$ cat src/lkts_ram.sv
module lkts_ram #(
	parameter int WIDTH = 8,
	parameter int DEPTH = 16
) (
	input  logic                     clk,
	input  logic                     we,
	input  logic [$clog2(DEPTH)-1:0] waddr,
	input  logic [WIDTH-1:0]         wdata,
	input  logic                     re,
	input  logic [$clog2(DEPTH)-1:0] raddr,
	output logic [WIDTH-1:0]         rdata
);

	logic [WIDTH-1:0] mem_q [DEPTH];

	always_ff @(posedge clk) begin
		if (we) begin
			mem_q[waddr] <= wdata;
		end
		if (re) begin
			rdata <= mem_q[raddr];
		end
	end

endmodule

$ cat config.mk
export PLATFORM = sky130hd
export DESIGN_NAME = lkts_ram
export DESIGN_NICKNAME = d
export VERILOG_FILES = /design/src/lkts_ram.sv
export SDC_FILE = /design/constraint.sdc
export NUM_CORES = 1
export LEC_CHECK = 0
export BUFFER_PORTS_ARGS = -buffer_cell sky130_fd_sc_hd__clkbuf_2
export CAP_MARGIN = 5
export CORE_UTILIZATION = 45
export DETAILED_ROUTE_END_ITERATION = 6
export PLACE_DENSITY = 0.66
export SYNTH_ARGS = -nofsm -noshare
export SYNTH_HDL_FRONTEND = slang
export SYNTH_SLANG_ARGS = --single-unit
$ cat constraint.sdc
create_clock -name clk -period 2.2 [get_ports clk]
set_input_delay 0.11 -clock clk [delete_from_list [all_inputs] [get_ports clk]]
set_output_delay 0.11 -clock clk [all_outputs]
set_load 0.1 [all_outputs]
; Word-level counts from Yosys, hierarchy flattened
; Memories as Yosys holds them, arrays and structs flattened. A register that Yosys moved wholly into a read port is not among the register bits.
; Index checks and enable logic that the tools add are counted.
[totals]
regBits = 0
latch_bits = 0
ramBits = 128
mem_bits_ro = 0
elab_cells = 3
n_memories = 1
[mem_list]
columns = name, words, width, rd, rd_ports_with_merged_regs, wr, line
row1 = mem_q, 16, 8, 1, 1, 1, 14  ; logic [WIDTH-1:0] mem_q [DEPTH];
[op_classes]
addsub = 0
multipliers = 0
n_div = 0
magnitude_cmp = 0
eq_ne = 0
shift = 0
mux = 2
bitwise = 0
n_reduce_logical = 0
[op_table]
columns = operator, count
row1 = $mux W1, 2

; Logic depth before layout (Yosys ltp)
[logic_depth]
ltp_word = 2
ltp_mapped = 5
ltp_nobuf = 3

; Least setup slack after synthesis
; OpenSTA, ideal clock, no wires.
[synth_path]
kind = in2reg
startpoint = input port waddr[2]
endpoint = memory mem_q[0][0] (enable)
setup_time_ps = 383
arrival_ps = 1220
setup_slack_ps = 597
cell_stages = 2
path_buffers = 0
cell_sequence = or3b_2 > nor3_1
[synth_rtl]
columns = item, line
row1 = start: declaration, 7  ; input logic [$clog2(DEPTH)-1:0] waddr,
row2 = end: declaration, 14
; Straight into the memory's write port.

==> impl_metrics.py <==
metrics = {
    "status": {
        "status": "finished clean",
    },
    "run": {
        "cap_violations": 0,
    },
    "setup_path": {
        "max_stage_delay_ns": 0.47,
        "r2r_setup_slack_ns": 0.71,
        "crit_required_ns": 2.34,
        "timing.rr.start": "mem_q[2][7]",
        "r2r-end": "rdata[7]",
        "cp_cell_sequence": "mux4_2 -> a22oi_1 -> nand2_1",
        "path_max_fanout": 1,
        "endpoint_kind": "flip-flop",
        "cp_slowest_cell": "mux4_2",
        "startpoint": "mem_q[2][7]",
        "reg2reg_depth": 3,
        "crit_path_end": "rdata[7]",
        "critPathLaunchType": "flip-flop",
        "crit_type": "reg2reg",
        "cp.arrival_ns": 1.63,
    },
    "clocking": {
        "cts_setup_buffers": 0,
        "cts.sinks": 136,
        "clock-root-buffer": "clkbuf_16",
        "path_clk_slew_ns": 0.06,
        "hold_buffers": 0,
        "cts_tree": "built",
        "cts_resized": 0,
        "cts-htree-levels": 4,
        "insertion_delay_ns": 0.40,
        "cts_made_buffers": 17,
        "clockBufferDepth": 2,
    },
    "floorplanning": {
        "io_pins": 27,
        "fp.dieW_um": 110,
        "start_util_pct": 47.2,
        "core.rowCount": 38,
        "coreArea_um2": 11100,
        "die_h_um": 110,
        "die_area_um2": 12100,
    },
    "sta": {
        "final.min_clock_period_ns": 1.49,
        "finalCritPeriodShare_pct": 67.8,
        "tns_ns": 0,
        "max_freq_mhz": 670,
        "relSlewSlack_pct": 52.6,
        "finalSetupViolCount": 0,
        "slew_violations": 0,
        "worst_pin_slew_ns": 0.709,
        "fin_skew_ns": 0.00590,
        "finalHoldViolCount": 0,
        "rsz0062_at_grt": "no",
    },
    "logic_synthesis": {
        "synth_area_um2": 5230,
        "avgSynthCellArea_um2": 22.8,
        "synth_top_cell_by_area": "edfxtp_1",
        "synth_area_leaders": "edfxtp_1 78%, mux4_2 7.8%, mux4_1 7.0%",
        "seq_area_frac_synth_pct": 78.1,
        "ys_ff_latch": 136,
        "ys_warn_count": 0,
        "synth_top_area_share_pct": 78.1,
        "synth_cell_types": 18,
        "synth_nets": 248,
        "synthCells": 229,
    },
    "grt": {
        "gr-usage-all-layers_pct": 19.2,
        "met1_usage_pct": 25.3,
        "use_met2_pct": 30.9,
        "grt_pass1_wl_mm": 15.2,
        "top_usage_layer": "met2",
        "grt_overflow": 0,
        "use_met3_pct": 4.92,
        "grt_max_degree": 33,
        "grt_pass1_vias": 2516,
        "antenna_found_initial": 0,
    },
    "pwr": {
        "peakVddDrop_v": 0.000435,
        "powerDensity_nw_per_um2": 1020,
        "leakage_nw": 2.13,
    },
    "layout": {
        "layout-drive-gt1-share_pct": 31.2,
        "diodes": 0,
        "final_area_um2": 6270,
        "fin_nets": 302,
        "layout_commonest_cell": "edfxtp_1",
        "final_cell_mix": "136 x edfxtp_1, 26 x clkbuf_2, 18 x mux4_2, 17 x clkbuf_16, 17 x buf_4",
        "area_delta_synth_final_pct": 20.0,
    },
    "routing": {
        "avgViaCountPerCell": 5.58,
        "dr.first_iter.drc_count": 215,
        "drc": 0,
        "via_count": 2429,
        "postRouteAntennaNets": 0,
        "finalWirelength_mm": 10.1,
        "wl_per_cell_um": 23.3,
        "detail_route.first_pass.iterations": 4,
    },
    "placement": {
        "dpl.hpwl_mm": 6.22,
        "io_buffers": 26,
        "placed_cell_area_um2": 5610,
        "gp_congestion": 0.701,
    },
    "min_path": {
        "min_path_type": "in2reg",
    },
}
==> worst min-delay path by stage <==
stage,startpoint,end,slack (ns),cells after the start
floorplan,wdata[0],mem_q[0][0],0.21,0
global placement,wdata[5],mem_q[6][5],0.53,1
detailed placement,wdata[1],mem_q[3][1],0.55,1
CTS,wdata[5],mem_q[4][5],0.13,1
global route,wdata[1],mem_q[2][1],0.15,1
finish,wdata[1],mem_q[2][1],0.13,1
==> cell families (layout without fill, tap and decap cells) <==
| logic type | after synthesis | in the layout | share of synthesized area (%) |
|---|---|---|---|
| flip-flops | 136 | 136 | 78.1 |
| AND/OR/NAND/NOR | 35 | 35 | 3.14 |
| multiplexers | 32 | 32 | 14.8 |
| AO/OA/AOI/OAI | 16 | 16 | 2.30 |
| buffers and inverters | 10 | 76 | 1.65 |
==> per-layer routing <==
metal  vias up  part of all wire, %
met5         -                    0
met4         0                  1.4
met3         9                  6.1
met2        84                   50
met1      1244                   43
li1       1092                    -
==> Yosys cell counts (all sizes together) <==
library cell / n
nor2b: 1
nor3: 4
clkdlybuf4s25: 3
nand2: 9
or3b: 1
nor2: 13
and2: 1
and2b: 1
buf: 7
nand3: 1
edfxtp: 136
nand3b: 2
mux4: 32
a22oi: 16
nand2b: 2
==> power by group <==
group          switching (mW)  total, mW  internal, mW
Sequential             0.0179       2.94          2.92
Clock                   0.990       3.11          2.12
Combinational           0.242      0.355         0.113
==> registers in the layout (all words and copies together), names as in the netlist <==
name	flops
mem_q	128
rdata	8
==> per-stage QoR <==
step / util [%] / instances / setup slack (ns) / total power, mW / hold WS, ns
detailed placement: 50.7 / 404 / 0.445 / 3.35 / 0.553
floorplan: - / 229 / 0.597 / 3.22 / 0.209
global route: 56.6 / 435 / 0.596 / 6.58 / 0.150
CTS: 56.6 / 435 / 0.694 / 6.45 / 0.129
global placement: 50.7 / 404 / 0.444 / 3.34 / 0.527
finish: 56.6 / 435 / 0.708 / 6.40 / 0.133
==> critical path, delay by kind of cell (launching register included) <==
family	cells	cell delay (ns)
AND/OR/NAND/NOR	1	0.09
AO/OA/AOI/OAI	1	0.30
multiplexers	1	0.47
flip-flops	1	0.37
==> layout make-up <==
type,count,area (um2)
fillers,820,4810
clock buffers,19,433
clock inverters,12,224
multi-input cells,83,1060
well taps,140,175
flip-flops and latches,136,4080
repair buffers,45,298
No activity file was read; power rests on OpenSTA's default activity.
