[src/lkts_pkg.sv]
package lkts_pkg;

	localparam int SLOTS     = 1024;
	localparam int IDX_W     = $clog2(SLOTS);
	localparam int CNT_W     = $clog2(SLOTS + 1);
	localparam int HASH_W    = 64;
	localparam int STAGE_W   = 3;
	localparam int STAMP_W   = 64;
	localparam int OUT_IDX_W = 10;

	typedef enum logic [1:0] {
		ST_IDLE,
		ST_SCAN,
		ST_DONE
	} state_t;

	typedef struct packed {
		logic [HASH_W-1:0]  hash;
		logic [STAGE_W-1:0] stage;
		logic [STAMP_W-1:0] stamp;
	} entry_t;

	// sequencer to compare unit
	typedef struct packed {
		logic             start;
		logic             eval;
		logic [IDX_W-1:0] idx;
	} scan_ctl_t;

	// compare unit outcome
	typedef struct packed {
		logic             hit;
		logic [IDX_W-1:0] chosen;
	} scan_res_t;

endpackage

[src/lkts_scan.sv]
module lkts_scan
	import lkts_pkg::*;
(
	input  logic               clk,
	input  logic               arst_n,
	input  scan_ctl_t          ctl,
	input  entry_t             entry,
	input  logic [HASH_W-1:0]  key_q,
	input  logic [STAGE_W-1:0] stage_q,
	input  logic [CNT_W-1:0]   fill_cnt,
	output logic               match,
	output scan_res_t          res
);

	logic               hit_q;
	logic [IDX_W-1:0]   hit_idx_q;
	logic [IDX_W-1:0]   victim_q;
	logic [STAMP_W-1:0] victim_stamp_q;
	logic               slot_valid;
	logic [STAMP_W-1:0] stamp_eff;
	logic               take;

	// slots fill from the top down, so the valid ones are the highest fill_cnt
	assign slot_valid = CNT_W'(ctl.idx) >= (CNT_W'(SLOTS) - fill_cnt);
	assign stamp_eff  = slot_valid ? entry.stamp : '0;
	assign match      = ctl.eval && slot_valid && (entry.hash == key_q)
		&& (entry.stage == stage_q);
	assign take       = (ctl.idx == '0) || !slot_valid || (stamp_eff < victim_stamp_q);

	always_ff @(posedge clk or negedge arst_n) begin
		if (!arst_n) begin
			hit_q <= 1'b0;
		end else if (ctl.start) begin
			hit_q <= 1'b0;
		end else if (match) begin
			hit_q <= 1'b1;
		end
	end

	always_ff @(posedge clk) begin
		if (match) begin
			hit_idx_q <= ctl.idx;
		end else if (ctl.eval && take) begin
			victim_q       <= ctl.idx;
			victim_stamp_q <= stamp_eff;
		end
	end

	assign res.hit    = hit_q;
	assign res.chosen = hit_q ? hit_idx_q : victim_q;

endmodule

[config.mk]
export PLATFORM = sky130hd
export DESIGN_NAME = lkts_scan
export DESIGN_NICKNAME = d
export VERILOG_FILES = /design/src/lkts_pkg.sv /design/src/lkts_scan.sv
export SDC_FILE = /design/constraint.sdc
export NUM_CORES = 1
export LEC_CHECK = 0
export ABC_AREA = 1
export BUFFER_PORTS_ARGS = -buffer_cell sky130_fd_sc_hd__buf_4
export CORE_ASPECT_RATIO = 0.75
export CORE_MARGIN = 1.5
export CORE_UTILIZATION = 50
export CTS_CLUSTER_SIZE = 10
export DETAILED_ROUTE_END_ITERATION = 10
export HOLD_SLACK_MARGIN = 0.05
export PLACE_DENSITY = 0.81
export RECOVER_POWER = 50
export SYNTH_ARGS = -nofsm -noshare
export SYNTH_HDL_FRONTEND = slang
export SYNTH_SLANG_ARGS = --single-unit
[constraint.sdc]
create_clock -name clk -period 4.6 [get_ports clk]
set_clock_uncertainty 0.05 [all_clocks]
set_input_delay 0.69 -clock clk [delete_from_list [all_inputs] [get_ports clk]]
set_output_delay 0.69 -clock clk [all_outputs]
set_load 0.1 [all_outputs]
# After elaboration in Yosys (flattened, before gate mapping)
# Index checks and enable logic that the tools add are counted.
# Widths: inputs -> output; s select.
op_classes:
  muxes: 4
  eq_ne: 2
  reduce_logical: 10
  bitwise: 1
  magnitude_cmp: 2
  n_addsub: 1
op_table:
  columns: ["op", "n"]
  rows:
  - ["$eq 64x64->1", 1]
  - ["$lt 64x64->1", 1]
  - ["$mux 64", 1]
  - ["$ge 10x11->1", 1]
  - ["$sub 11x11->11 const A", 1]
  - ["$logic_not 10->1", 1]
  - ["$mux 10", 1]
  - ["$logic_and 1x1->1", 4]
  - ["$eq 3x3->1", 1]
  - ["$logic_or 1x1->1", 2]
  - ["$mux 1", 2]
  - ["$reduce_and 2->1", 1]
  - ["$reduce_bool 2->1", 1]
  - ["$logic_not 1->1", 1]
  - ["$not 1->1", 1]
totals:
  elab_cells: 24
  output_inout_bits: 12
  in_bits: 223
  regBits: 85

# Logic depth before layout (Yosys ltp)
# Gate-level depths: netlist (run 1).
depth:
  depth_word: 7
  depth_mapped: 33
  ltp_nobuf: 31

# Worst setup path before layout (run 1)
# OpenSTA, ideal clock, no wires.
synth_timing:
  kind: "in2reg"
  start: "in fill_cnt[0]"
  end: "reg victim_q[0], enable pin"
  t_required_ns: 4.092
  arrival_time_ns: 5.972
  setup_ns: 0.458
  stages: 30
  setup_slack_ns: -1.880
  n_path_buf: 2
  path_cell_list: "inv_1 -> ha_1 -> nand3_1 -> nor2_1 -> nand2_1 -> xor2_1 -> ha_1 -> nand2_1 -> inv_1 -> a21oi_2 -> nand2_1 -> nand2_1 -> nand3_1 -> nand2_1 -> nand2_2 -> nand2_1 -> buf_2 -> buf_1 -> nor2_1 -> ha_1 -> a21oi_1 -> nand3b_1 -> a21oi_1 -> a2111oi_0 -> nand2_1 -> nand2_1 -> nand2_1 -> nand2_1 -> nand2_1 -> a21oi_2"
synth_between:
  elab_chain_len: 7
  elab_cells_between_ends: 13
  classes_between: "add/sub (1); order compare (2); mux (1); bitwise (1); reduce/logical (8)"
synth_rtl:
  columns: ["item", "line_no", "text"]
  rows:
  - ["start, declared", "lkts_scan.sv:10", "input logic [CNT_W-1:0] fill_cnt,"]
  - ["$sub 11x11->11", "lkts_scan.sv:24", "assign slot_valid = CNT_W'(ctl.idx) >= (CNT_W'(SLOTS) - fill_cnt);"]
  - ["$ge 10x11->1", "lkts_scan.sv:24", null]
  - ["$mux 64", "lkts_scan.sv:25", "assign stamp_eff = slot_valid ? entry.stamp : '0;"]
  - ["net stamp_eff[9]", "lkts_scan.sv:20", "logic [STAMP_W-1:0] stamp_eff;"]
  - ["$lt 64x64->1", "lkts_scan.sv:28", "assign take = (ctl.idx == '0) || !slot_valid || (stamp_eff < victim_stamp_q);"]
  - ["$logic_or 1x1->1", "lkts_scan.sv:28", null]
  - ["$logic_and 1x1->1", "lkts_scan.sv:43", "end else if (ctl.eval && take) begin"]
  - ["$reduce_and 2->1 (no source line)", null, null]
  - ["end signal, assigned", "lkts_scan.sv:44", "victim_q <= ctl.idx;"]
  - ["end, declared", "lkts_scan.sv:17", "logic [IDX_W-1:0] victim_q;"]
# The timed path passes the listed nets, and every way through them passes these cells.
# A chain may end at the register's enable or synchronous reset.

# Worst setup path in the final report (run 1)
layout_timing:
  start: "in fill_cnt[1]"
  end: "reg victim_stamp_q[40], enable pin"
layout_between:
  elab_chain_len: 7
  elab_cells_between_ends: 13
  classes_between: "add/sub (1); order compare (2); mux (1); bitwise (1); reduce/logical (8)"
layout_rtl:
  columns: ["item", "line_no", "text"]
  rows:
  - ["$sub 11x11->11", "lkts_scan.sv:24", null]
  - ["$ge 10x11->1", "lkts_scan.sv:24", null]
  - ["$mux 64", "lkts_scan.sv:25", null]
  - ["net stamp_eff[35]", "lkts_scan.sv:20", null]
  - ["$lt 64x64->1", "lkts_scan.sv:28", null]
  - ["$logic_or 1x1->1", "lkts_scan.sv:28", null]
  - ["$logic_and 1x1->1", "lkts_scan.sv:43", null]
  - ["$reduce_and 2->1 (no source line)", null, null]
  - ["end signal, assigned", "lkts_scan.sv:45", "victim_stamp_q <= stamp_eff;"]
  - ["end, declared", "lkts_scan.sv:18", "logic [STAMP_W-1:0] victim_stamp_q;"]
# The timed path passes the listed nets, and every way through them passes these cells.

==> results of run 1 <==
cell usage in the layout, fill, tap and decap left out, types with 6 or more instances in the layout:
cell,netlist,layout
sky130_fd_sc_hd__inv_1,190,188
sky130_fd_sc_hd__xnor2_1,6,6
sky130_fd_sc_hd__ha_1,74,70
sky130_fd_sc_hd__clkbuf_16,0,13
sky130_fd_sc_hd__a21oi_1,25,22
sky130_fd_sc_hd__nand2_1,113,108
sky130_fd_sc_hd__nand3_1,8,7
sky130_fd_sc_hd__nor4_1,12,11
sky130_fd_sc_hd__o21ai_0,8,8
sky130_fd_sc_hd__buf_4,1,260
sky130_fd_sc_hd__nand4_1,14,14
sky130_fd_sc_hd__clkbuf_1,2,10
sky130_fd_sc_hd__xor2_1,30,29
sky130_fd_sc_hd__edfxtp_1,84,84
sky130_fd_sc_hd__nor2_1,86,66
sky130_fd_sc_hd__o22ai_1,11,11
sky130_fd_sc_hd__nor2_2,0,17
power by group through the flow:
| stage | logic (uW) | registers [uW] | clock network [uW] |
|---|---|---|---|
| global placement | 557 | 931 | 0 |
| CTS | 593 | 918 | 722 |
| finish | 650 | 919 | 726 |
| floorplan | 297 | 932 | 0 |
| detailed placement | 573 | 934 | 0 |
| global route | 707 | 922 | 757 |
worst max-delay path, cell delays in order:
cell,delay [ps]
sky130_fd_sc_hd__buf_8,110
sky130_fd_sc_hd__nor3_2,250
sky130_fd_sc_hd__nand3_1,170
sky130_fd_sc_hd__xor2_1,180
sky130_fd_sc_hd__ha_1,300
sky130_fd_sc_hd__nand2_2,60
sky130_fd_sc_hd__nor2_2,120
sky130_fd_sc_hd__nand2_1,70
sky130_fd_sc_hd__nand2_1,70
sky130_fd_sc_hd__nand2_1,50
sky130_fd_sc_hd__nand3_1,60
sky130_fd_sc_hd__nand2_1,60
sky130_fd_sc_hd__nand2_2,90
sky130_fd_sc_hd__nand2_4,110
sky130_fd_sc_hd__buf_12,180
sky130_fd_sc_hd__nor2_2,130
sky130_fd_sc_hd__ha_1,290
sky130_fd_sc_hd__nand2_1,110
sky130_fd_sc_hd__nor2_2,60
sky130_fd_sc_hd__a211oi_2,200
sky130_fd_sc_hd__o221ai_1,160
sky130_fd_sc_hd__nand2_1,100
sky130_fd_sc_hd__o2111ai_2,110
sky130_fd_sc_hd__a31oi_2,270
sky130_fd_sc_hd__nand2_2,110
sky130_fd_sc_hd__a21oi_4,190
sky130_fd_sc_hd__buf_12,170
sky130_fd_sc_hd__clkbuf_16,160
timing repair:
item,CTS,global route
pin swaps,2,22
setup buffers,1,4
resized for setup,7,43
gates cloned,1,6
setup endpoints to repair,74,74
kinds of logic (layout without fill, tap and decap cells):
kind of cell / count (synthesis) / count (layout) / share of synthesized area, %
adders and majority gates: 74 / 74 / 15.1
xor gates and xnor gates: 36 / 36 / 5.13
buffers and inverters: 202 / 495 / 12.4
DFF: 85 / 85 / 41.5
and+or+nand+nor: 251 / 251 / 17.3
AOI/OAI and AO/OA: 80 / 80 / 8.63
synth_stat cells, drive strengths merged, types with 6 or more instances:
cell and count:
inv 192, o22ai 11, edfxtp 84, nor3 8, nand3 9, nand2 114, xor2 30, o2111ai 7
a211oi 7, xnor2 6, nand4 14, buf 7, ha 74, nor4 12, o21ai 8, nor2 86
a21oi 27
metrics by stage:
step	cell area [um2]	instances	total power [uW]	TNS, ps	setup WS [ps]
3_5_place_dp	8500	1155	1510	-34700	-496
4_1_cts	8870	1173	2230	-597	-17.8
2_1_floorplan	6270	728	1230	-53960	-729
3_3_place_gp	8500	1155	1490	-23730	-347
5_1_grt	9150	1183	2390	-15480	-222
6_report	9150	1183	2290	-816	-21.5
sequential cells by signal (all words and copies together), names as in the netlist:
signal          cells
victim_q           10
victim_stamp_q     64
hit_q               1
hit_idx_q          10
per-layer routing:
metal	vias up	GRT usage, %
met3	52	6.24
met2	258	48.0
li1	2961	-
met4	0	10.3
met5	-	0
met1	2804	32.8
cell type report:
class	count	area [um2]
clock buffers	10	229
clock inverters	6	63.8
fillers	797	2630
inverters	193	742
multi-input cells	441	3070
flip-flops and latches	85	2550
well taps	162	203
repair buffers	286	2300
worst max-delay path by stage:
stage	slack [ps]	start	to	depth (start not counted)
5_1_grt	-220	fill_cnt[0]	victim_stamp_q[7]	30
3_3_place_gp	-350	fill_cnt[1]	victim_stamp_q[29]	27
2_1_floorplan	-730	fill_cnt[1]	victim_q[0]	29
3_5_place_dp	-500	fill_cnt[1]	victim_q[0]	27
6_report	-20	fill_cnt[1]	victim_stamp_q[40]	28
4_1_cts	-20	fill_cnt[1]	victim_q[7]	30
==> impl.org, run 1 <==
** Status
- Outcome :: complete, but fails checks
- The checks that failed: negative setup slack.

** Power and ir drop
- Leakage power :: 0.00474 uW
- The share of total power dissipated in the clock network is around a third.
- Net switching is between 20 and 30% of the power.
- Fraction of power consumed by sequential logic :: between 40% and 50%
- Switching power :: roughly 650 uW
- The worst-case IR drop observed on VDD is about 0.17 mV.
- Pwr per Cell Area :: between 200 and 300 nW/um2
- Logic pwr share :: around 28%
- Internal power comes to 1640 uW.

** CTS
- Num CTS Buffers :: 9
- In this run the deepest clock path goes through 2 buffers.
- The clock reaches the later pin of the worst-skew pair after 350 ps.
- Clock-pin slew was measured on the worst setup and hold paths at about 60 ps.
- Post-CTS Hold Fix Bufs :: 0
- The H-tree generated during clock tree synthesis spans 3 levels.
- TritonCTS built the clock tree.
- CTS Sinks :: between 80 and 90
- CTS root buffer :: sky130_fd_sc_hd__clkbuf_16

** Critical path
- STA puts the critical path data arrival time at 4630 ps.
- At the worst endpoint, the required time is about 4600 ps.
- Slack of the worst reg-to-reg path :: 1870 ps
- STA classifies the critical path endpoint as a register.
- In this run the critical register-to-register path is launched from victim_stamp_q[33].
- FF-to-FF path depth :: 13
- The critical path in this run is classified as in -> reg.
- Worst-path fanout max :: 8
- Element type at the critical path start :: input port
- The worst register-to-register path ends at victim_stamp_q[40].

** Global routing
- The number of antenna violations at the first check in global routing was 0.
- All-layer global routing usage :: a little over a quarter
- Total congestion overflow :: 0
- The number of global-route vias before repair is about 6000.
- Global-route wire length before repair :: around 27 mm
- Pin count of the biggest net entering global routing :: 33

** Placed design
- Routability congestion estimate :: between 0.8 and 0.9
- Number of input and output port buffers inserted :: approximately 230
- The HPWL after detailed placement is between 10 and 15 mm.

** Die
- 235 I/O pins were placed.
- Site Rows :: 34
- For this configuration, the core starts out at a cell density of between 50% and 60%.
- Chip Width :: around 130 um
- The die covers between 10000 and 15000 um2.
- Placeable core region :: 11800 um2
- In this run the vertical extent of the chip is roughly 99 um.

** Route
- In the final routing, the length of wire on met1 measures 7.66 mm.
- Initial DRC count :: approximately 330
- Detailed-route wire length :: approximately 19 mm
- Detailed routing placed a total of 1.27 mm of wire on met3.
- Number of routed nets with antenna violations :: 0
- Total number of vias :: just over 6000
- Topmost layer with routed signal wires :: met4
- Before antenna repair, the detailed router went through 5 iterations.
- After detailed routing, the number of remaining DRC violations is 0.
- In the final routed layout, each cell accounts on average for approximately 16 um.
- Summed over all nets, wire length on met2 after detailed routing comes to 9.69 mm.
- Dividing the detail-routed via count by the number of cells gives ~5.1.

** Logic synthesis
- Post-synth EDFFs :: between 80 and 90
- Cell accounting for the most synthesized area :: sky130_fd_sc_hd__edfxtp_1
- Summing every instance area after synthesis gives around 6100 um2.
- Yosys printed 0 warnings.
- In the synthesized netlist the async set-or-reset flop fraction comes to between 1 and 1.5%.
- Flops & latches, synth :: 85
- For this run, the leading register cell type out of synthesis is sky130_fd_sc_hd__edfxtp_1.
- A synthesized cell averages between 8 and 9 um2.
- Synthesis produced about 730 cells.
- Sequential share of the synthesized area :: between 40% and 50%
- In the post-synthesis netlist, the biggest area contributors are sky130_fd_sc_hd__edfxtp_1 41%, sky130_fd_sc_hd__ha_1 15%, sky130_fd_sc_hd__inv_1 12%, sky130_fd_sc_hd__nand2_1 6.9%, sky130_fd_sc_hd__nor2_1 5.3%.
- The synthesized design devotes to its leading area cell type 41.1% of total area.
- Distinct cell type count after synthesis :: 41
- Net count after synthesis :: 1025

** STA
- Counting I/O delays and the setup requirement, the final critical path takes 4620 ps.
- Based on the critical path, the design can be clocked at up to between 200 and 250 MHz.
- Hold slack final :: between 70 and 80 ps
- Normalized max-slew margin :: a little under a quarter
- The final critical path takes up 100% of the cycle.
- Total of endpoints with negative setup slack in the final report :: about 70
- Unrepaired setup endpoints after global routing :: yes
- Final hold violation count :: 0
- Setup slack after layout :: -21.5 ps
- For the pin with the worst max-slew slack, the measured transition is ~1200 ps.
- Max-slew violation total from the final report :: 0

** Layout
- Diode insertion count for antenna repair :: 0
- The area growth from synthesis to layout is 49.0%.
- # nets final :: 1313
- Finished Core Util :: slightly below 80%
- The post-route netlist has roughly 34% of its cells at a drive strength greater than 1.

** Worst hold path
- Worst min-delay path category :: in -> async

** Flow run
- Max-cap violations in this run came to 0.
Note: power is estimated with default switching activity, not from simulation.
==> inputs of run 2 (changes only) <==
==> constraint.sdc (replaced) <==
create_clock -name clk -period 5.5 [get_ports clk]
set_clock_uncertainty 0.05 [all_clocks]
set_input_delay 0.825 -clock clk [delete_from_list [all_inputs] [get_ports clk]]
set_output_delay 0.825 -clock clk [all_outputs]
set_load 0.1 [all_outputs]
==> run 2 against run 1 <==
  * The flow now finishes without violations
  * Total power decreased by 20%
  * Combinational power decreased by 31%
  * Final cell count decreased by 3.8%
  * Utilization decreased by 6.4 points
  * Clock power decreased by 14%
  * Final area decreased by 8.3%
  * Sequential share of layout area increased by 2.5 points
  * Clock-buffer cell count decreased by 1
  * Critical path type unchanged
==> impl.org, run 2 (synthesis results as in run 1) <==
** Die
- Chip height :: 99.0 um
- In this run the count of I/O pins placed on the die edge is roughly 240.
- The floorplan step defined a die boundary enclosing 13000 um2.
- Placeable core region :: 11800 um2
- Measured along the x axis, the die boundary spans between 100 and 150 um.
- Once the floorplan was initialized, standard cells occupied ~52% of the core.
- Site Rows :: 34

** Route
- Detailed-route wire length :: 17.0 mm
- Total number of vias :: approximately 5700
- Initial DRC count :: about 360
- Vias per cell :: around 5
- Before antenna repair, the detailed router went through 5 iterations.
- In the final routed layout, each cell accounts on average for 14.9 um.
- Number of routed nets with antenna violations :: 0
- # DRC :: 0

** CTS
- After clock tree synthesis, the clock-pin slew on the worst setup and hold paths is about 60 ps.
- The clock drives 85 sinks.
- Buffer levels on the longest clock path :: 2
- H-tree depth reported by CTS :: 3
- CTS root buffer :: sky130_fd_sc_hd__clkbuf_16
- Num CTS Buffers :: 9
- Post-cts resize count :: 0
- The clock reaches the later pin of the worst-skew pair after 330 ps.
- TritonCTS clock tree :: done

** Critical path
- Cell type of the slowest stage on the worst timing path :: sky130_fd_sc_hd__a2111oi_0
- Dominant cell type by count on the critical path :: sky130_fd_sc_hd__nand2_1
- Worst path required time :: about 5500 ps
- STA puts the critical path data arrival time at 4970 ps.
- The worst setup path is captured at a register.
- In this design, the stage delay of the slowest critical-path cell is roughly 420 ps.
- By startpoint and endpoint, the worst setup path is classified as in -> reg.
- Worst-path fanout max :: 20
- Element type at the critical path start :: input port

** Global routing
- The number of global-route vias before repair was ~6000.
- The first global-routing pass estimated approximately 27 mm of wire.
- Total congestion overflow :: 0
- Entering global routing, the biggest net connects approximately 60 pins.
- The number of antenna violations at the first check in global routing was 0.
- Global routing used 26.9% of the available tracks.

** STA
- Shortest period the worst path allows :: between 4000 and 5000 ps
- The final hold violation count came to 0.
- Unrepaired setup endpoints after global routing :: no
- In this run the tightest slew margin relative to its limit is approximately 18%.
- After layout, the worst setup slack is 502 ps.
- Max-slew violation total from the final report :: 0
- Setup violations remaining at the end of the flow were counted as 0.
- Derived from the worst setup path, the maximum achievable clock frequency is ~200 MHz.
- Setup Total Neg Slack :: 0 ps
- Dividing the final minimum period by the clock period gives 90.9%.
- At the pin with the least slew margin, the transition time is 1230 ps.

** Layout
- Share of final-layout standard cells stronger than drive strength 1 :: 24.8%
- Fill count :: approximately 960
- Max FFs per register :: between 60 and 70
- Largest reg by FF count :: victim_stamp_q
- The sequential cells in the finished layout cover a total of 2550 um2.
- In the layout the commonest cells are 213 x sky130_fd_sc_hd__buf_4, 190 x sky130_fd_sc_hd__inv_1, 111 x sky130_fd_sc_hd__nand2_1, 85 x sky130_fd_sc_hd__nor2_1, 84 x sky130_fd_sc_hd__edfxtp_1.
- The finished layout holds about 1100 standard cells, fillers aside.
- Leading registers by flop count :: victim_stamp_q x64, hit_idx_q x10, victim_q x10
- P&R area growth vs syn :: 36.6%
- Most frequent standard cell in the layout excluding fill and tap cells :: sky130_fd_sc_hd__buf_4
- Area of combinational cells with multiple inputs :: roughly 2900 um2
- At the end of the flow, the number of nets in the layout was 1269.
- The number of antenna diodes in the final layout is 0.

** Power and ir drop
- Leakage power :: between 0.004 and 0.005 uW
- Final Power :: 1840 uW
- Peak supply drop :: 0.129 mV
- Dividing total power by cell area gives a power density of 219 nW/um2.

** Placed design
- Port buffering added 234 buffers.
- Minimum setup slack after placement :: ~100 ps
- Routability congestion estimate :: approximately 0.92
- The number of placed instances, taps included, is between 1000 and 1500.
- Once detailed placement completed, the half-perimeter wirelength came to roughly 14 mm.

** Flow run
- Number of violations of the max-capacitance limit :: 0

** Status
- The run finished with clean final reports.

** Worst hold path
- Worst min-delay path category :: in -> async
## run 2: path summary, 6_finish.rpt
path / from / end / slack, ps / depth (start not counted)
setup reg to reg: victim_stamp_q[9] / victim_q[8] / 2790 / 13
hold / removal: arst_n / hit_q / 230 / 1
min in group clk: ctl[11] / hit_q / 590 / 2
setup / recovery: fill_cnt[0] / victim_q[8] / 500 / 30
max in group asynchronous: arst_n / hit_q / 5090 / 1
hold reg to reg: hit_q / hit_q / 730 / 2
## run 2: power by group
group	switching (uW)	total, uW	internal [uW]
Sequential	10.2	768	758
Clock	237	627	390
Combinational	241	446	205
Total	489	1840	1350
## run 2: worst max-delay path, delay by kind of cell
family	cells	cell delay (ps)
buffers and inverters	5	800
adder cells (fa/ha/maj)	3	820
XOR/XNOR	1	150
AND/OR/NAND/NOR	17	1480
AO/OA/AOI/OAI	4	850
## run 2: final cells by class
cell class	count	share of cell area [%]
timing repair buffer	242	21.0
clock buffer	9	2.68
tap	162	2.41
sequential	85	30.3
clock inverter	6	0.939
inverter	193	8.63
multi-input combinational	441	34.0
## run 2: timing repair
item                       in CTS  in global routing
hold buffers                    0                  0
setup endpoints to repair       0                 60
setup buffers                   0                  0
## run 2: stage by stage
step | hold WS [ps] | util [%] | cell area [um2]
after floorplan | 467 | - | 6190
after global placement | 550 | 69.3 | 8170
after detailed placement | 551 | 69.3 | 8170
after CTS | 201 | 71.9 | 8470
after global routing | 220 | 71.2 | 8400
final | 228 | 71.2 | 8400
## run 2: per-layer routing
metal	track usage, %	wire [um]	vias to the layer above
met5	0	0	-
met4	9.13	470	0
met3	6.24	1260	34
met2	47.8	8400	212
met1	31.8	6830	2566
li1	-	-	2871
