File: src/lkts_pkg.sv
package lkts_pkg;

	localparam int SLOTS     = 1024;
	localparam int IDX_W     = $clog2(SLOTS);
	localparam int CNT_W     = $clog2(SLOTS + 1);
	localparam int HASH_W    = 64;
	localparam int STAGE_W   = 3;
	localparam int STAMP_W   = 64;
	localparam int OUT_IDX_W = 10;

	typedef enum logic [1:0] {
		ST_IDLE,
		ST_SCAN,
		ST_DONE
	} state_t;

	typedef struct packed {
		logic [HASH_W-1:0]  hash;
		logic [STAGE_W-1:0] stage;
		logic [STAMP_W-1:0] stamp;
	} entry_t;

	// sequencer to compare unit
	typedef struct packed {
		logic             start;
		logic             eval;
		logic [IDX_W-1:0] idx;
	} scan_ctl_t;

	// compare unit outcome
	typedef struct packed {
		logic             hit;
		logic [IDX_W-1:0] chosen;
	} scan_res_t;

endpackage

File: src/lkts_ctrl.sv
module lkts_ctrl
	import lkts_pkg::*;
(
	input  logic             clk,
	input  logic             arst_n,
	input  logic             in_valid,
	input  logic             out_free,
	input  logic             match,
	output logic             in_ready,
	output logic             rd_en,
	output logic [IDX_W-1:0] rd_addr,
	output logic             fire,
	output scan_ctl_t        scan_ctl
);

	state_t           state_q;
	state_t           state_d;
	logic [IDX_W-1:0] rd_addr_q;
	logic             last_issued_q;
	logic             eval_s1;
	logic [IDX_W-1:0] idx_s1;
	logic             scan_stop;
	logic             accept;

	assign scan_stop = (state_q == ST_SCAN) && eval_s1
		&& (match || (idx_s1 == IDX_W'(SLOTS - 1)));

	always_comb begin
		state_d = state_q;
		case (state_q)
			ST_IDLE: begin
				if (in_valid) begin
					state_d = ST_SCAN;
				end
			end
			ST_SCAN: begin
				if (scan_stop) begin
					state_d = ST_DONE;
				end
			end
			ST_DONE: begin
				if (out_free) begin
					state_d = ST_IDLE;
				end
			end
			default: begin
				state_d = ST_IDLE;
			end
		endcase
	end

	always_comb begin
		in_ready = 1'b0;
		rd_en    = 1'b0;
		fire     = 1'b0;
		case (state_q)
			ST_IDLE: begin
				in_ready = 1'b1;
			end
			ST_SCAN: begin
				rd_en = !last_issued_q;
			end
			ST_DONE: begin
				fire = out_free;
			end
			default: begin
				in_ready = 1'b0;
			end
		endcase
	end

	assign accept         = in_valid && in_ready;
	assign rd_addr        = rd_addr_q;
	assign scan_ctl.start = accept;
	assign scan_ctl.eval  = eval_s1 && (state_q == ST_SCAN);
	assign scan_ctl.idx   = idx_s1;

	always_ff @(posedge clk or negedge arst_n) begin
		if (!arst_n) begin
			state_q       <= ST_IDLE;
			rd_addr_q     <= '0;
			last_issued_q <= 1'b0;
			eval_s1       <= 1'b0;
		end else begin
			state_q <= state_d;
			// read data of the slot issued this cycle is compared next cycle
			eval_s1 <= rd_en && !scan_stop;
			if (accept) begin
				rd_addr_q     <= '0;
				last_issued_q <= 1'b0;
			end else if (rd_en) begin
				rd_addr_q <= rd_addr_q + 1'b1;
				if (rd_addr_q == IDX_W'(SLOTS - 1)) begin
					last_issued_q <= 1'b1;
				end
			end
		end
	end

	always_ff @(posedge clk) begin
		if (rd_en) begin
			idx_s1 <= rd_addr_q;
		end
	end

endmodule

File: config.mk
export PLATFORM = sky130hd
export DESIGN_NAME = lkts_ctrl
export DESIGN_NICKNAME = d
export VERILOG_FILES = /design/src/lkts_pkg.sv /design/src/lkts_ctrl.sv
export SDC_FILE = /design/constraint.sdc
export NUM_CORES = 1
export LEC_CHECK = 0
export ABC_AREA = 1
export BUFFER_PORTS_ARGS = -buffer_cell sky130_fd_sc_hd__buf_2
export CAP_MARGIN = 20
export CORE_MARGIN = 2
export CORE_UTILIZATION = 51
export DETAILED_ROUTE_END_ITERATION = 8
export HOLD_SLACK_MARGIN = 0.05
export PLACE_DENSITY = 0.77
export SYNTH_ARGS = -nofsm -noshare
export SYNTH_HDL_FRONTEND = slang
export SYNTH_SLANG_ARGS = --single-unit
File: constraint.sdc
create_clock -name clk -period 1.4 [get_ports clk]
set_input_delay 0.35 -clock clk [delete_from_list [all_inputs] [get_ports clk]]
set_output_delay 0.35 -clock clk [all_outputs]
set_load 0.01 [all_outputs]
# ---- After elaboration in Yosys (flattened, before gate mapping)
# Index checks and enable logic that the tools add are counted.
dict set report classes {
  addsub 1
  muxes 12
  n_reduce_logical 12
  eq_ne 7
}
# op n
set op_table {}
lappend op_table {{$eq 10x10->1 const B} 2}
lappend op_table {{$mux 10} 2}
lappend op_table {{$add 10x1->10 const B} 1}
lappend op_table {{$mux 1} 6}
lappend op_table {{$mux 2} 3}
lappend op_table {{$ne 2x2->1 const B} 3}
lappend op_table {{$pmux 2 s3} 1}
lappend op_table {{$logic_and 1x1->1} 4}
lappend op_table {{$reduce_bool 2->1} 2}
lappend op_table {{$reduce_and 3->1} 1}
lappend op_table {{$eq 2x1->1 const B} 1}
lappend op_table {{$eq 2x2->1 const B} 1}
lappend op_table {{$logic_not 1->1} 2}
lappend op_table {{$logic_not 2->1} 1}
lappend op_table {{$reduce_and 2->1} 1}
lappend op_table {{$logic_or 1x1->1} 1}
dict set report word_totals {
  inputBits 5
  wordCells 37
  reg_bits 24
}

# ---- Logic depth before layout (Yosys ltp)
# Gate-level depths: netlist of run 1.
dict set report depth {
  depth_word 5
  depth_mapped 7
  depth_no_buf 7
}

# ---- Least setup slack after synthesis of run 1
# Ideal clock, no wire load.
dict set report synth_timing {
  path_type {register to output}
  from {reg state_q[0]}
  to {out scan_ctl[11] (netlist bit)}
  arrival_time_ns 1.035
  slack_ns 0.015
  stages_incl_launch_ff 6
  path_cell_list {dfrtp_1 nor2_2 nand2_2 buf_6 inv_6 buf_4}
}
dict set report synth_between {
  elab_chain_cells 3
}
# item line
set synth_lines {}
lappend synth_lines {{start, declared} lkts_ctrl.sv:16} ;# state_t state_q;
lappend synth_lines {{start signal, assigned} lkts_ctrl.sv:85} ;# state_q <= state_d;
lappend synth_lines {{$logic_not 2->1} lkts_ctrl.sv:56} ;# case (state_q)
lappend synth_lines {{$mux 1} lkts_ctrl.sv:56}
lappend synth_lines {{net in_ready} lkts_ctrl.sv:9} ;# output logic in_ready,
lappend synth_lines {{$logic_and 1x1->1} lkts_ctrl.sv:72} ;# assign accept = in_valid && in_ready;
lappend synth_lines {{end, declared} lkts_ctrl.sv:13} ;# output scan_ctl_t scan_ctl
# The timed path passes the listed nets, and every way through them passes these cells.

# ---- Final worst setup path of run 1
dict set report layout_timing {
  from {reg state_q[0]}
  to {out in_ready}
}
dict set report layout_between {
  elab_chain_cells 2
}
# item line
set layout_lines {}
lappend layout_lines {{$logic_not 2->1} lkts_ctrl.sv:56}
lappend layout_lines {{$mux 1} lkts_ctrl.sv:56}
lappend layout_lines {{end, declared} lkts_ctrl.sv:9}
# No other way between the ends.

==> key figures, run 1 <==
Status
  – Status: complete, but fails checks
  – Violated checks: setup timing

GRT
  – Total gr overflow: 0
  – First-pass GRT wire length: 4.04 mm
  – Vias in the first global route: 938
  – Largest net degree at the start of global routing: 15
  – Initial antenna violation count: 0
  – GRT Total Usage: 21.2%

Place
  – Hpwl dp: 1.73 mm
  – Port Buffers: 29
  – Area after DPL: 1330 sq um
  – Routability cong.: 0.828
  – Place WS: 0.0824 ns
  – Cell count after placement: 183

STA
  – Tmin final: 1.56 ns
  – Fin crit share: 112%
  – Slew at the pin with the worst max-slew slack: 0.326 ns
  – Final setup violation count: 5
  – Worst Slack Setup Final: -0.162 ns
  – Hold slack: 0.341 ns
  – Clock Skews: 0.00422 ns
  – Fin. Hold Viols: 0
  – Max-Slew Margin vs Limit: 78.3%
  – Fmax: 640 MHz
  – Unrepaired setup endpoints after global routing: yes
  – Max-slew violation count: 0

Yosys
  – Synthesized cell area: 1150 sq um
  – Most common cell in the netlist: nand2_1
  – Synth cell types: 23
  – Area leader, netlist: dfrtp_1
  – Mapped Nets: 131
  – Mean Syn Cell Area: 9.19 sq um
  – Synth top cells by count: nand2_1 (31), inv_1 (19), nor2_1 (17)
  – Ys async rst share: 58.3%
  – Seq/Total Area, Yosys: 56.6%
  – Mapped Cells: 125
  – Post-synth EDFFs: 10
  – Yosys warns: 0
  – Synth top area share: 30.5%
  – Ys flop type: dfrtp_1
  – #FFs+latches synth: 24
  – Top cells by area, synth: dfrtp_1 (31%), edfxtp_1 (26%), nand2_1 (10%)

Detailed routing
  – Total wire length: 2.69 mm
  – DRT Pass-1 Iters: 4
  – Met3 Wirelength: 143 um
  – Routed WL per cell: 13.7 um
  – DRC violations left: 0
  – Via/cell ratio: 5.15
  – Wl on met1: 1.09 mm
  – Vias: 1,009
  – Met2 Wirelength: 1.40 mm
  – Initial detailed-routing violation count: 34
  – Uppermost layer routed: met4
  – Detail Route Antenna Nets: 0

Floorplanning
  – Full die area: 2650 sq um
  – Initial core utilization: 52.9%
  – IO Pins: 30
  – Core Region: 2170 sq um
  – Die W: 51.5 um
  – Die H: 51.5 um
  – Row count: 17

Pwr
  – Sw frac: 39.5%
  – Max VDD drop: 1.20 mV
  – Pwr Density: 2050 nW/um^2
  – Pint: 1.93 mW
  – Seq pwr share: 39.5%
  – P_leak: 0.780 nW
  – Clk network pwr share: 9.0%
  – Net Switching: 1.26 mW
  – Comb power frac: 51.5%

Final layout
  – Non-Filler Instances: 196
  – Nets@finish: 176
  – Multi-input gate area: 459 sq um
  – Fill count: 162
  – Share of cells above drive strength 1: 39.9%
  – Area grow syn2layout: 35.2%
  – Register area: 654 sq um
  – Post-route cell area: 1550 sq um
  – Antenna Cells: 0

CTS
  – CTS H-tree lvls: 1
  – CTS Sinks: 24
  – Clock Latency Late Sink: 0.31 ns
  – CTS Buf Count: 3
  – Clock buffer depth: 2
  – Root Driver: clkbuf_4
  – CTS tree: yes
  – Clock Pin Slew Worst Setup and Hold Paths: 0.12 ns

Job
  – Max Cap Viol: 0

Worst setup path
  – CP startpoint kind: flop
  – CP max-delay cell: dfrtp_2
  – Reg-to-reg slack, setup: 0.01 ns
  – Critical path type: reg2out
  – Worst Path Required: 1.05 ns
  – Slowest stage delay, CP: 0.50 ns
  – Crit path capture type: output pin
  – CP Max Fanout: 5
  – Worst EP arrival: 1.21 ns
  – CP cell instances: nor2_4 > buf_4 > buf_6

Min path
  – Hold/Removal Path Class: in2reg
final cells by class:
type	instances	area share [%]
clock buffer	3	1.45
timing repair buffer	42	19.3
tap	28	2.26
inverter	20	5.32
multi-input combinational	79	29.6
sequential	24	42.1
worst paths after layout:
| path | start | end | depth (start not counted) |
|---|---|---|---|
| setup / recovery | state_q[0] | in_ready | 3 |
| max in group asynchronous | arst_n | rd_addr[0] | 2 |
| hold reg to reg | rd_addr[6] | idx_s1[6] | 0 |
| setup reg to reg | state_q[0] | rd_addr[1] | 6 |
| hold / removal | match | eval_s1 | 4 |
| min in group asynchronous | arst_n | rd_addr[9] | 2 |
cell families after synthesis:
family                   synth area share [%]
AND/OR/NAND/NOR                          28.4
flip-flops                               56.6
buffers and inverters                    8.61
AO/OA/AOI/OAI                            4.47
XOR/XNOR                                0.763
adder cells (fa/ha/maj)                  1.09
routing by layer:
| layer | up-vias | track usage [%] |
|---|---|---|
| met1 | 480 | 26.7 |
| met2 | 41 | 35.7 |
| li1 | 481 | - |
| met3 | 7 | 2.63 |
| met4 | 0 | 10.5 |
| met5 | - | 0 |
registers in the layout (all words and copies together) (netlist names):
name	cells
eval_s1	1
rd_addr	10
state_q	2
last_issued_q	1
idx_s1	10
through the flow:
stage	util (%)	setup TNS, ns	power [mW]
detailed placement	61.4	0	2.31
global route	71.6	-1.04	3.38
floorplan	-	0	1.87
CTS	66.6	-0.477	2.86
global placement	61.4	0	2.26
finish	71.6	-0.641	3.19
worst max-delay path: cells and delay by family, from the launching register on:
kind	cells	cell delay, ns
simple gates	1	0.17
flops	1	0.50
buf+inv	2	0.23
cells in the final DEF, fill, tap and decap left out:
cell and count:
ha_1 1, a21o_2 1, a22o_1 1, clkinv_4 1
buf_6 5, nand3_4 1, buf_8 1, dlygate4sd3_1 1
nor3_2 1, dfrtp_2 3, nand2_1 30, nand3b_1 1
nand3_2 2, dfrtp_1 11, buf_4 9, nor2_2 1
clkbuf_16 1, nand4_1 2, inv_4 1, nand2_4 3
xor2_1 1, a21oi_1 2, a21oi_2 2, clkbuf_4 3
o21ai_0 2, inv_2 1, edfxtp_1 10, buf_2 25
inv_1 17, nand3_1 6, nor2_1 16, nor2_4 5
nor3_4 1
repair_timing:
action                                 CTS  global route
buffers inserted                         6             3
pin swaps                                3             6
endpoints found under the hold margin   14             0
setup endpoints to repair                5            16
hold buffers                             1             0
gates resized for setup                 10            17
gates cloned                             0             1
power groups by stage:
| stage | clock network (mW) | registers (mW) | logic, mW |
|---|---|---|---|
| after global routing | 0.324 | 1.29 | 1.77 |
| after detailed placement | 0 | 1.23 | 1.08 |
| after CTS | 0.288 | 1.23 | 1.34 |
| after floorplan | 0 | 1.30 | 0.572 |
| after global placement | 0 | 1.21 | 1.05 |
| final | 0.289 | 1.26 | 1.64 |
Note: power is estimated with default switching activity, not from simulation.
==> run 2, diff against run 1 <==
Settings changed: ABC_AREA 1 to not set, CORE_UTILIZATION 51 to 49, PLACE_DENSITY 0.77 to 0.76, REMOVE_ABC_BUFFERS set to 1.
==> key figures, run 2 <==
Status
  – Status: complete, but fails checks (unchanged)
  – Violated checks: setup timing (unchanged)

Yosys
  – Synth cell types: 33 (was 23)
  – Mean Syn Cell Area: 12.4 sq um (was 9.19 sq um)
  – Synth top area share: 33.7% (was 30.5%)
  – Ys flop type: dfrtp_1 (unchanged)
  – Yosys warns: 0 (unchanged)
  – Simple-Gate Fraction of Synth Area: 21.9% (was 28.4%)
  – Synth Area in Compound Gates: 6.39% (was 4.47%)
  – Post-synth EDFFs: 10 (unchanged)
  – Synthesized cell area: 1040 sq um (was 1150 sq um)
  – Mapped Cells: 84 (was 125)
  – Ys async rst share: 58.3% (unchanged)
  – Largest family of logic cells by synthesized area: simple AND/OR/NAND/NOR gates (unchanged)
  – Area leader, netlist: dfrtp_1 (unchanged)
  – Adder-Cell Fraction of Synth Area: 1.20% (was 1.09%)
  – Most common cell in the netlist: dfrtp_1 (was nand2_1)
  – Xor and xnor area share after synthesis: 4.22% (was 0.763%)
  – Synth top cells by count: dfrtp_1 (14), edfxtp_1 (10), nor2_1 (9) (was nand2_1 (31), inv_1 (19), nor2_1 (17))
  – Seq/Total Area, Yosys: 62.7% (was 56.6%)
  – #FFs+latches synth: 24 (unchanged)
  – Top cells by area, synth: dfrtp_1 (34%), edfxtp_1 (29%), nor2_1 (3.3%) (was dfrtp_1 (31%), edfxtp_1 (26%), nand2_1 (10%))
  – Post-synthesis mux area share: 1.93% (was 0%)

Final layout
  – Most frequent cells in the layout: buf_2 (25), dfrtp_1 (13), buf_6 (12) (was nand2_1 (30), buf_2 (25), inv_1 (17))
  – Share of cells above drive strength 1: 47.8% (was 39.9%)
  – Leading cell type in the layout, fill and taps excluded: buf_2 (was nand2_1)
  – Non-Filler Instances: 163 (was 196)
  – Antenna Cells: 0 (unchanged)
  – Nets@finish: 143 (was 176)
  – Area grow syn2layout: 42.9% (was 35.2%)
  – Fill count: 136 (was 162)

Worst setup path
  – Critical path type: reg2out (unchanged)
  – Crit path capture type: output pin (unchanged)
  – CP Max Fanout: 5 (unchanged)
  – Worst EP arrival: 1.28 ns (was 1.21 ns)
  – CP startpoint kind: flop (unchanged)
  – Worst Path Required: 1.05 ns (about the same)

Pwr
  – Pwr Density: 1890 nW/um^2 (was 2050 nW/um^2)
  – P_leak: 0.692 nW (was 0.780 nW)
  – Max VDD drop: 1.05 mV (was 1.20 mV)
  – Pwr Total: 2.80 mW (was 3.19 mW)

Detailed routing
  – Via/cell ratio: 5.34 (was 5.15)
  – Detail Route Antenna Nets: 0 (unchanged)
  – Total wire length: 2.31 mm (was 2.69 mm)
  – Initial detailed-routing violation count: 27 (was 34)
  – Routed WL per cell: 14.2 um (was 13.7 um)
  – DRT Pass-1 Iters: 4 (unchanged)
  – DRC violations left: 0 (unchanged)
  – Vias: 870 (was 1,009)

GRT
  – Initial antenna violation count: 0 (unchanged)
  – Largest net degree at the start of global routing: 15 (unchanged)
  – First-pass GRT wire length: 3.77 mm (was 4.04 mm)
  – Total gr overflow: 0 (unchanged)
  – GRT Total Usage: 20.3% (was 21.2%)
  – Vias in the first global route: 823 (was 938)

CTS
  – CTS H-tree lvls: 1 (unchanged)
  – CTS tree: yes (unchanged)
  – Clock Latency Late Sink: 0.32 ns (was 0.31 ns)
  – Clock buffer depth: 2 (unchanged)
  – CTS Sinks: 24 (unchanged)
  – Clock Pin Slew Worst Setup and Hold Paths: 0.12 ns (about the same)
  – CTS Buf Count: 3 (unchanged)
  – Root Driver: clkbuf_4 (unchanged)

STA
  – Max-Slew Margin vs Limit: 79.2% (was 78.3%)
  – Final setup violation count: 8 (was 5)
  – Fin crit share: 116% (was 112%)
  – Slew at the pin with the worst max-slew slack: 0.313 ns (was 0.326 ns)
  – Max-slew violation count: 0 (unchanged)
  – Clock Skews: 0.000963 ns (was 0.00422 ns)
  – Unrepaired setup endpoints after global routing: yes (unchanged)
  – Tmin final: 1.63 ns (was 1.56 ns)
  – Fin. Hold Viols: 0 (unchanged)
  – Worst Slack Setup Final: -0.227 ns (was -0.162 ns)
  – Fmax: 615 MHz (was 640 MHz)

Floorplanning
  – IO Pins: 30 (unchanged)
  – Full die area: 2500 sq um (was 2650 sq um)
  – Core Region: 1980 sq um (was 2170 sq um)
  – Die H: 50.0 um (was 51.5 um)
  – Initial core utilization: 52.4% (was 52.9%)
  – Row count: 16 (was 17)
  – Die W: 50.0 um (was 51.5 um)

Place
  – Cell count after placement: 149 (was 183)
  – Port Buffers: 29 (unchanged)
  – Routability cong.: 0.770 (was 0.828)
  – Hpwl dp: 1.62 mm (was 1.73 mm)

Min path
  – Hold/Removal Path Class: in2reg (unchanged)

Job
  – Max Cap Viol: 0 (unchanged)
[run 2: cell count changes in the layout (fill, tap and decap cells not counted), moves of 3 or more]
cell     before  now
buf_6         5   12
nand4_1       2    5
nand3_1       6    1
inv_1        17    1
nor2_4        5    0
nand2_1      30    7
nor2_1       16    9
[run 2: cell type report]
cell class              count  area, sq um  area share [%]
well taps                  27         33.8            2.28
clock buffers               4         26.3            1.77
inverters                   2         12.5           0.843
repair buffers             49          353            23.8
flip-flops and latches     24          652            43.9
multi-input cells          57          407            27.4
[run 2: logic make-up (layout without fill, tap and decap cells)]
| kind of cell | Yosys count | after routing |
|---|---|---|
| flip-flops | 24 | 24 |
| AO/OA/AOI/OAI | 10 | 10 |
| XOR/XNOR | 5 | 5 |
| buffers and inverters | 3 | 55 |
| AND/OR/NAND/NOR | 39 | 39 |
| multiplexers | 2 | 2 |
| adder cells (fa/ha/maj) | 1 | 1 |
[run 2: layer usage]
| layer | global-route usage, % | wire length, um | vias to the layer above |
|---|---|---|---|
| li1 | - | - | 408 |
| met1 | 26.8 | 991 | 428 |
| met2 | 32.2 | 1160 | 32 |
| met3 | 3.94 | 132 | 2 |
| met4 | 8.80 | 26 | 0 |
| met5 | 0 | 0 | - |
[run 2: repair_timing]
action / 4_1_cts / 5_1_grt
hold buffers: 1 / 0
setup buffers: 6 / 3
endpoints found under the setup margin: 8 / 24
endpoints found under the hold margin: 14 / 0
pin swaps: 3 / 3
gates resized for setup: 10 / 13
[run 2: worst max-delay path: stages (launching register included)]
cell and delay, ns:
dfrtp_1 0.45, or2b_1 0.26, nor2_1 0.11, buf_2 0.15
[run 2: path summary, 6_finish.rpt]
| kind | cells past startpoint | slack [ns] | endpoint | from |
|---|---|---|---|---|
| max | 3 | -0.23 | fire | state_q[0] |
| min | 2 | 0.22 | state_q[1] | out_free |
| max reg2reg | 6 | -0.15 | last_issued_q | state_q[1] |
| min reg2reg | 1 | 0.57 | rd_addr[9] | rd_addr[9] |
| max in group asynchronous | 2 | 0.71 | state_q[1] | arst_n |
| min in group asynchronous | 2 | 0.44 | rd_addr[4] | arst_n |
[run 2: power by group]
part	internal, mW	switching (mW)	leakage, nW	total [mW]
combinational	0.677	0.660	0.390	1.34
clock	0.112	0.196	0.0150	0.308
sequential	1.01	0.144	0.287	1.15
[run 2: metrics by stage]
stage	hold slack [ns]	TNS [ns]	utilization [%]	setup slack, ns	instance area, sq um
after global routing	0.234	-2.43	74.9	-0.291	1480
after detailed placement	0.261	-0.0667	64.8	-0.0414	1280
after floorplan	0.0544	-3.56	-	-0.338	1030
final	0.220	-1.12	74.9	-0.227	1480
after global placement	0.261	-0.0311	64.8	-0.0311	1280
after CTS	0.223	-0.788	71.1	-0.205	1410
==> run 3, diff against run 2 <==
Settings changed: GPL_ROUTABILITY_DRIVEN set to 0, REMOVE_ABC_BUFFERS 1 to not set.
Clock period 1.4 ns to 1.8 ns, I/O delays scaled along.
==> key figures, run 3 (synthesis results as in run 2) <==
Status
  – Status: complete, no violations (was complete, but fails checks)

Final layout
  – Nets@finish: 126 (was 143)
  – Area grow syn2layout: 24.7% (was 42.9%)
  – Leading cell type in the layout, fill and taps excluded: buf_2 (unchanged)
  – Most frequent cells in the layout: buf_2 (29), dfrtp_1 (12), edfxtp_1 (10) (was buf_2 (25), dfrtp_1 (13), buf_6 (12))
  – Post-route cell area: 1290 sq um (was 1480 sq um)
  – Share of cells above drive strength 1: 37.0% (was 47.8%)
  – Antenna Cells: 0 (unchanged)

Floorplanning
  – Die H: 50.0 um (unchanged)
  – Full die area: 2500 sq um (unchanged)
  – Initial core utilization: 52.4% (unchanged)
  – Core Region: 1980 sq um (unchanged)
  – Row count: 16 (unchanged)
  – IO Pins: 30 (unchanged)
  – Die W: 50.0 um (unchanged)

Worst setup path
  – CP Max Fanout: 7 (was 5)
  – Worst EP arrival: 1.30 ns (was 1.28 ns)
  – Critical path type: reg2out (unchanged)
  – Worst Path Required: 1.35 ns (was 1.05 ns)
  – CP max-delay cell: dfrtp_2 (was dfrtp_1)
  – Reg-to-reg slack, setup: 0.29 ns (was -0.15 ns)
  – Crit path capture type: output pin (unchanged)
  – FF-to-FF path depth: 5 (was 6)
  – Reg-to-reg endpoint: rd_addr[7] (was last_issued_q)
  – CP cell instances: and2b_1 > and2_2 > buf_2 (was or2b_1 > nor2_1 > buf_2)
  – CP startpoint kind: flop (unchanged)
  – Slowest stage delay, CP: 0.48 ns (was 0.45 ns)
  – Reg-to-Reg Start: state_q[1] (unchanged)

STA
  – Clock Skews: 0.00600 ns (was 0.000963 ns)
  – Max-Slew Margin vs Limit: 75.7% (was 79.2%)
  – Fin. Hold Viols: 0 (unchanged)
  – Fin crit share: 97.3%
  – Final setup violation count: 0 (was 8)
  – Unrepaired setup endpoints after global routing: yes (unchanged)
  – Slew at the pin with the worst max-slew slack: 0.355 ns (was 0.313 ns)
  – Max-slew violation count: 0 (unchanged)
  – Fmax: 571 MHz
  – Tmin final: 1.75 ns

Detailed routing
  – Detail Route Antenna Nets: 0 (unchanged)
  – Routed WL per cell: 14.1 um (was 14.2 um)
  – Initial detailed-routing violation count: 21 (was 27)
  – Total wire length: 2.06 mm (was 2.31 mm)
  – DRC violations left: 0 (unchanged)
  – DRT Pass-1 Iters: 4 (unchanged)
  – Via/cell ratio: 5.32 (was 5.34)
  – Vias: 776 (was 870)

Job
  – Max Cap Viol: 0 (unchanged)

GRT
  – Vias in the first global route: 703 (was 823)
  – First-pass GRT wire length: 3.36 mm (was 3.77 mm)
  – Total gr overflow: 0 (unchanged)
  – GRT Total Usage: 18.1% (was 20.3%)
  – Initial antenna violation count: 0 (unchanged)
  – Largest net degree at the start of global routing: 16 (was 15)

CTS
  – Clock buffer depth: 2 (unchanged)
  – CTS H-tree lvls: 1 (unchanged)
  – CTS tree: yes (unchanged)
  – CTS Sinks: 24 (unchanged)
  – Clock Latency Late Sink: 0.32 ns (about the same)
  – Clock Pin Slew Worst Setup and Hold Paths: 0.12 ns (about the same)
  – CTS Buf Count: 3 (unchanged)
  – Root Driver: clkbuf_4 (unchanged)

Min path
  – WHS Path Cells: 2 (unchanged)
  – Min-Delay Startpoint: out_free (unchanged)
  – Hold/Removal Path Class: in2reg (unchanged)
  – Hold worst-path end: state_q[1] (unchanged)

Pwr
  – Pwr Total: 2.04 mW (was 2.80 mW)
  – Max VDD drop: 0.795 mV (was 1.05 mV)
  – Pwr Density: 1570 nW/um^2 (was 1890 nW/um^2)
  – P_leak: 0.606 nW (was 0.692 nW)

Place
  – Area after DPL: 1220 sq um (was 1280 sq um)
  – Port Buffers: 29 (unchanged)
  – Hpwl dp: 1.51 mm (was 1.62 mm)

Yosys
  – Mapped Nets: 90
run 3: metrics by stage:
stage	worst slack [ns]	hold WS (ns)	cells	setup TNS, ns	utilization (%)
after floorplan	0.0625	0.154	84	0	-
after global placement	0.359	0.360	140	0	61.4
after detailed placement	0.360	0.364	140	0	61.4
after CTS	0.0122	0.350	145	0	64.6
after global routing	-0.00524	0.369	146	-0.00524	65.3
final	0.0494	0.357	146	0	65.3
run 3: worst max-delay path, delay by kind of cell (launching register included):
family,cells,cell delay [ns]
flip-flops,1,0.48
AND/OR/NAND/NOR,2,0.37
buffers and inverters,1,0.13
run 3: worst max path at each step:
stage	startpoint	end	slack (ns)	cells past startpoint
floorplan	state_q[1]	rd_addr[6]	0.06	4
global placement	rd_addr[0]	last_issued_q	0.36	5
detailed placement	rd_addr[0]	last_issued_q	0.36	5
CTS	state_q[0]	scan_ctl[11]	0.01	4
global route	state_q[0]	fire	-0.005	3
finish	state_q[0]	scan_ctl[10]	0.05	3
run 3: layer usage:
metal  global-route usage [%]  routed length [um]
met3                     3.03                 114
met2                     29.4                 975
met4                     5.56                  16
met1                     24.6                 954
met5                        0                   0
run 3: area by class of cell:
| cell class | instances | area, sq um |
|---|---|---|
| inverter | 2 | 10.0 |
| fill | 154 | 687 |
| multi-input combinational | 57 | 375 |
| clock buffer | 3 | 22.5 |
| tap | 27 | 33.8 |
| clock inverter | 1 | 30.0 |
| sequential | 24 | 653 |
| timing repair buffer | 32 | 170 |
run 3: power by group:
group / switching [mW] / internal, mW / leakage [nW]
Clock: 0.160 / 0.225 / 0.0279
Combinational: 0.403 / 0.314 / 0.292
Sequential: 0.149 / 0.788 / 0.286
Total: 0.711 / 1.33 / 0.606
run 3: repair_timing:
item | CTS | global route
setup buffers | 0 | 1
endpoints found under the hold margin | 14 | 0
setup endpoints to repair | 0 | 3
hold buffers | 1 | 0
resized for setup | 0 | 3
